`src/rtl/core/bfd_pkg.sv`:
```
`default_nettype none
package bfd_pkg;

    localparam int MAX_RADIUS_DEF = 4;
    localparam int MAX_WIDTH_DEF  = 1024;
    localparam int MAX_HEIGHT     = 4096;
    localparam int WEIGHT_BITS    = 16;
    localparam int WSHIFT         = 31 - WEIGHT_BITS;
    localparam int WMAX           = (1 << WEIGHT_BITS) - 1;
    localparam int NUM_W          = 32;
    localparam int DEN_W          = 24;
    localparam int POS_W          = 26;
    localparam int ROW_W          = 12;
    localparam int DIM_W          = 13;
    localparam int QUO_W          = 8;

    typedef enum logic [1:0] {
        REQ_PIXEL   = 2'd0,
        REQ_RANGE   = 2'd1,
        REQ_SPATIAL = 2'd2,
        REQ_FLUSH   = 2'd3
    } req_t;

    typedef enum logic [1:0] {
        CFG_WIDTH  = 2'd0,
        CFG_HEIGHT = 2'd1,
        CFG_RADIUS = 2'd2
    } cfg_idx_t;

    typedef enum logic [3:0] {
        ST_IDLE,
        ST_CENTER,
        ST_CWAIT,
        ST_TAP,
        ST_QREAD,
        ST_RREAD,
        ST_ACC,
        ST_DIV,
        ST_OUT
    } state_t;

endpackage
`default_nettype wire

```
`src/rtl/core/bfd_div.sv`:
```
`default_nettype none
module bfd_div #(
    parameter int NUM_BITS = bfd_pkg::NUM_W,
    parameter int DEN_BITS = bfd_pkg::DEN_W,
    parameter int Q_BITS   = bfd_pkg::QUO_W
) (
    input  wire logic                aclk,
    input  wire logic                aresetn,
    input  wire logic                start,
    input  wire logic [NUM_BITS-1:0] num,
    input  wire logic [DEN_BITS-1:0] den,
    output logic                     done,
    output logic [Q_BITS-1:0]        quo
);
    import bfd_pkg::*;

    localparam int CNT_W = (Q_BITS > 1) ? $clog2(Q_BITS) : 1;
    localparam int EXT_W = NUM_BITS + Q_BITS;

    logic [NUM_BITS-1:0] rem_reg;
    logic [DEN_BITS-1:0] den_reg;
    logic [Q_BITS-1:0]   quo_reg;
    logic [CNT_W-1:0]    cnt_reg;
    logic                busy_reg;
    logic                done_reg;
    logic [EXT_W-1:0]    shifted;
    logic                fits;

    // restoring division, one quotient bit per cycle, quotient known to fit
    assign shifted = EXT_W'(den_reg) << cnt_reg;
    assign fits    = EXT_W'(rem_reg) >= shifted;

    always_ff @(posedge aclk) begin
        if (!aresetn) begin
            busy_reg <= 1'b0;
            done_reg <= 1'b0;
        end else begin
            done_reg <= 1'b0;
            if (start) begin
                busy_reg <= 1'b1;
            end else if (busy_reg && cnt_reg == '0) begin
                busy_reg <= 1'b0;
                done_reg <= 1'b1;
            end
        end
    end

    always_ff @(posedge aclk) begin
        if (start) begin
            rem_reg <= num;
            den_reg <= den;
            quo_reg <= '0;
            cnt_reg <= CNT_W'(Q_BITS - 1);
        end else if (busy_reg) begin
            if (fits) begin
                rem_reg          <= rem_reg - NUM_BITS'(shifted);
                quo_reg[cnt_reg] <= 1'b1;
            end
            cnt_reg <= cnt_reg - 1'b1;
        end
    end

    assign done = done_reg;
    assign quo  = quo_reg;

endmodule
`default_nettype wire

```
`config.mk`:
```
export PLATFORM = sky130hd
export DESIGN_NAME = bfd_div
export DESIGN_NICKNAME = d
export VERILOG_FILES = /design/src/rtl/core/bfd_pkg.sv /design/src/rtl/core/bfd_div.sv
export SDC_FILE = /design/constraint.sdc
export NUM_CORES = 1
export LEC_CHECK = 0
export ABC_AREA = 1
export BUFFER_PORTS_ARGS = -buffer_cell sky130_fd_sc_hd__clkbuf_2
export CORE_UTILIZATION = 48
export DETAILED_ROUTE_END_ITERATION = 10
export HOLD_SLACK_MARGIN = 0.15
export PLACE_DENSITY = 0.71
export RECOVER_POWER = 25
export SETUP_SLACK_MARGIN = 0.3
export SYNTH_ARGS = -nofsm -noshare
export SYNTH_HDL_FRONTEND = slang
export SYNTH_SLANG_ARGS = --single-unit
```
`constraint.sdc`:
```
create_clock -name aclk -period 6.8 [get_ports aclk]
set_input_delay 0.34 -clock aclk [delete_from_list [all_inputs] [get_ports aclk]]
set_output_delay 0.34 -clock aclk [all_outputs]
set_load 0.01 [all_outputs]
```
Word-level counts from Yosys, hierarchy flattened. Index checks and enable logic that the tools add are counted. W data, S select, Z words.

Add/subtract/negate cells: 2. $lt $le $gt $ge: 3. Shift-type cells: 1. Mux-type cells: 8. Bitwise gates (word level): 2. Reduce and logical (&&, ||, !) cells: 9.

Operators with widths (count): $mux W32 (3); $ge A32 B40 Y1 (1); $shl A24 B3 Y40 (1); $sub A32 B32 Y32 (1); $or A8 B8 Y8 (1); $reduce_bool A2 Y1 (3); $lt A3 B4 Y1 const B (1); $mux W1 (4); $reduce_and A2 Y1 (2); $demux W1 S3 (1); $ge A3 B1 Y1 const B (1); $logic_not A3 Y1 (1); $sub A3 B1 Y3 const B (1); $logic_and A1 B1 Y1 (2); $reduce_or A2 Y1 (1); $not A1 Y1 (1).

Register bits: 69. Input bits: 59. Output and inout bits: 9. Logic and storage cells: 31.

Longest topological paths before layout.
Word-level depth: 5. Depth in mapped cells: 22.

Worst setup path before layout. Ideal clock, no wire load.

Path type: register to register. Start: register cnt_reg[0]. End: register rem_reg[0] (enable). Library setup time: 479 ps. Arrival: 2874 ps. Data required time: 6321 ps. Slack: 3447 ps. Cell stages (with the launch flop): 17. Buffers on the path: 2. Clock period less this slack: 3353 ps. Cells stage by stage: dfxtp_1 > clkbuf_1 > inv_1 > clkbuf_1 > nand2_1 > nor3_1 > ha_1 > inv_1 > fa_1 > inv_1 > o21ai_2 > nand2_1 > nand2_1 > nand3_2 > nand4_4 > nand2_1 > nand2_1.

Longest elaborated chain between the ends: 4.

Ends and longest elaborated chain: start: declaration (RTL line bfd_div.sv:23) `logic [CNT_W-1:0] cnt_reg;`; start signal: assignment (RTL line bfd_div.sv:53) `cnt_reg <= CNT_W'(Q_BITS - 1);`; start signal: assignment (RTL line bfd_div.sv:59) `cnt_reg <= cnt_reg - 1'b1;`; $shl A24 B3 Y40 (RTL line bfd_div.sv:30) `assign shifted = EXT_W'(den_reg) << cnt_reg;`; $ge A32 B40 Y1 (RTL line bfd_div.sv:31) `assign fits = EXT_W'(rem_reg) >= shifted;`; $reduce_bool A2 Y1 (no source line); $reduce_and A2 Y1 (no source line); end signal: assignment (RTL line bfd_div.sv:50) `rem_reg <= num;`; end signal: assignment (RTL line bfd_div.sv:56) `rem_reg <= rem_reg - NUM_BITS'(shifted);`; end: declaration (RTL line bfd_div.sv:20) `logic [NUM_BITS-1:0] rem_reg;`.

Every way passes these cells. A chain may end at the register's enable or synchronous reset.

Final worst setup path.
Start: register cnt_reg[1]. End: register rem_reg[0] (enable).

The elaborated chain is that of the path after synthesis.

==> key figures <==
Run status
  • Run status: complete, no violations

Detailed routing
  • DR WL/cell: 14.2 um
  • WL final: 14,100 um
  • Antenna viol nets, final: 0
  • Via/cell ratio: 5.35
  • DR pass1 iterations: 5
  • Via Count: 5,307
  • DRT iter0 DRCs: 303
  • Number of remaining DRC errors: 0

Die
  • Io pins: 68
  • Core Rows: 38
  • Initial core utilization: 49.6%
  • Die X: 108 um
  • DIE AREA: 11,700 um2
  • Die Ht: 108 um
  • Core Area: 10,900 um2

Yosys
  • Largest cells by area after synthesis: edfxtp_1 31%, nand2_1 19%, ha_1 7.6%, o21ai_0 6.9%, nand3_1 5.5%
  • Cell Area, Synth: 5430 um2
  • Post-synthesis xor/xnor area fraction: 0.807%
  • Synth warn: 0
  • Post-synthesis adder-cell area fraction: 7.98%
  • Seq/Total Area, Yosys: 35.8%
  • Compound-Gate Fraction of Synth Area: 13.5%
  • Share of the synthesized area in the top cell type: 31.0%
  • #FFs+latches synth: 69
  • Cell variety after synth: 35
  • Syn Area/Cell: 6.86 um2
  • Mapped Cells: 791
  • Post-synth top area cell: edfxtp_1
  • Largest family of logic cells by synthesized area: simple AND/OR/NAND/NOR gates
  • Syn_nets: 884
  • Simple-gate share of the synthesized area: 33.9%
  • Mux cell area share after synthesis: 0.738%

Clock tree
  • Inserted Clock Buffers: 9
  • Hold buffers post-CTS: 0
  • CTS tree: done
  • Clock Pin Slew Worst Setup and Hold Paths: 0.06 ns
  • CTS Sinks: 69
  • Postcts setup bufs: 0
  • Clk_lat worst skew: 0.34 ns
  • Clock buffer depth: 2
  • H-tree Lvls: 3
  • Root Driver: clkbuf_16
  • Cts repair resizes: 0

Timing
  • Fin crit period: 3.90 ns
  • Clk_skew: 0.00955 ns
  • Setup-failing EPs final: 0
  • TNS Setup: 0 ns
  • Fin. max-slew vios: 0
  • Crit share post-route: 57.3%
  • Slew HR: 28.4%
  • Achievable Freq: 257 MHz
  • Final hold violation count: 0
  • Unrepaired setup endpoints after global routing: false
  • Hold_ws: 0.170 ns
  • Slew of the pin with the lowest slew margin: 1.07 ns

Power and ir drop
  • Reg power frac: 28.8%
  • Psw: 0.831 mW
  • PwrDens: 328 nW/um2
  • P_leak: 2.92 nW
  • Combinational share of power: 46.4%
  • Cell Int Power: 1.20 mW
  • Clock share of power: 24.7%
  • Net Sw Frac: 40.9%
  • Max VDD drop: 0.196 mV

Job
  • Max cap viols: 0

Placement
  • Gpl congestion: 0.968
  • IO buf count: 67
  • Final HPWL DP: 11,100 um

Global routing
  • Vias in the first global route: 5,050
  • Overall Global Routing Usage: 26.2%
  • Initial antenna violation count: 0
  • Remaining global-route overflow: 0
  • Global-route wire length before repair: 23,300 um
  • Largest net degree at the start of global routing: 75

Setup path
  • Critical Path RT: 6.78 ns
  • Critical path capture point type: register
  • CP Data Arrival Time: 3.88 ns
  • Startpoint types: register
  • Worst-path fanout max: 32
  • Kind of critical path: reg -> reg
  • Register-to-Register Path Depth: 14

Finish
  • Final nets: 940
  • Most common library cell in the layout ignoring fill and taps: nand2_1
  • Most frequent cells in the layout: 279 x nand2_1, 75 x o21ai_0, 74 x inv_1, 67 x clkbuf_2, 60 x nand3_1
  • Area Overhead vs Synth: 14.0%
  • Inserted Diodes: 0
  • Max FFs per register: 32
  • Layout cells sized above 1: 12.6%

Worst hold path
  • Worst min path class: in -> reg
  • Worst Hold Depth: 1
## cell families (layout without fill, tap and decap cells)
family / Yosys count / count (layout)
buf+inv: 102 / 163
compound gates: 139 / 139
fa+ha+maj: 34 / 34
flops: 69 / 69
simple gates: 438 / 438
xor+xnor: 5 / 5
mux: 4 / 4
## layout make-up
type / instances / area [um2]
timing repair buffer: 71 / 365
clock inverter: 1 / 6.26
tap: 140 / 175
fill: 1072 / 4750
inverter: 76 / 285
clock buffer: 15 / 319
multi-input combinational: 620 / 3090
sequential: 69 / 1940
## through the flow
step	util, %	setup WS [ns]	instances	total power [mW]	area, um2
final	56.5	2.90	992	2.03	6180
after global routing	56.5	2.51	992	2.19	6180
after floorplan	-	3.45	791	1.28	5430
after global placement	53.6	3.04	976	1.50	5860
after CTS	56.5	2.94	992	2.03	6180
after detailed placement	53.6	2.95	976	1.51	5860
## synthesized netlist by cell type, drive strengths merged
| master | instances |
|---|---|
| nor3 | 6 |
| nand3 | 61 |
| ha | 33 |
| a31oi | 1 |
| nand3b | 9 |
| nand2 | 280 |
| a21oi | 50 |
| o21bai | 4 |
| dfxtp | 13 |
| nand4 | 6 |
| mux2i | 4 |
| o22ai | 1 |
| fa | 1 |
| xnor2 | 3 |
| clkbuf | 19 |
| o21ai | 78 |
| buf | 7 |
| o21a | 4 |
| nor2 | 62 |
| or2 | 12 |
| edfxtp | 56 |
| inv | 76 |
| a21o | 1 |
| nor4 | 2 |
| xor2 | 2 |
## layer usage
layer	global-route usage [%]	wire length, um	vias to the layer above
met5	0	0	-
met4	10.1	340	0
li1	-	-	2737
met2	41.5	6290	190
met1	35.0	6440	2355
met3	5.67	1030	25
## final timing paths
check | slack (ns) | to | startpoint
setup / recovery | 2.90 | rem_reg[0] | cnt_reg[1]
hold / removal | 0.17 | den_reg[17] | den[17]
setup reg to reg | 2.90 | rem_reg[0] | cnt_reg[1]
hold reg to reg | 0.45 | quo[2] | quo[2]
## power groups by stage
stage	Sequential [mW]	Clock (mW)	Combinational, mW
final	0.585	0.502	0.942
after global placement	0.592	0	0.909
after CTS	0.586	0.512	0.928
after detailed placement	0.593	0	0.920
after global routing	0.591	0.528	1.07
after floorplan	0.575	0	0.703
## critical path, cell delays in order (launching register included)
cell     delay (ns)
dfxtp_1        0.78
inv_2          0.36
nand3_1        0.17
o21ai_0        0.12
or2_2          0.32
ha_1           0.37
nand2_2        0.09
o21ai_2        0.19
nand2_1        0.08
nand2_1        0.20
nand3_2        0.12
nand4_4        0.17
nand2_1        0.07
nand2_1        0.07
buf_4          0.43
Note: power is estimated with default switching activity, not from simulation.
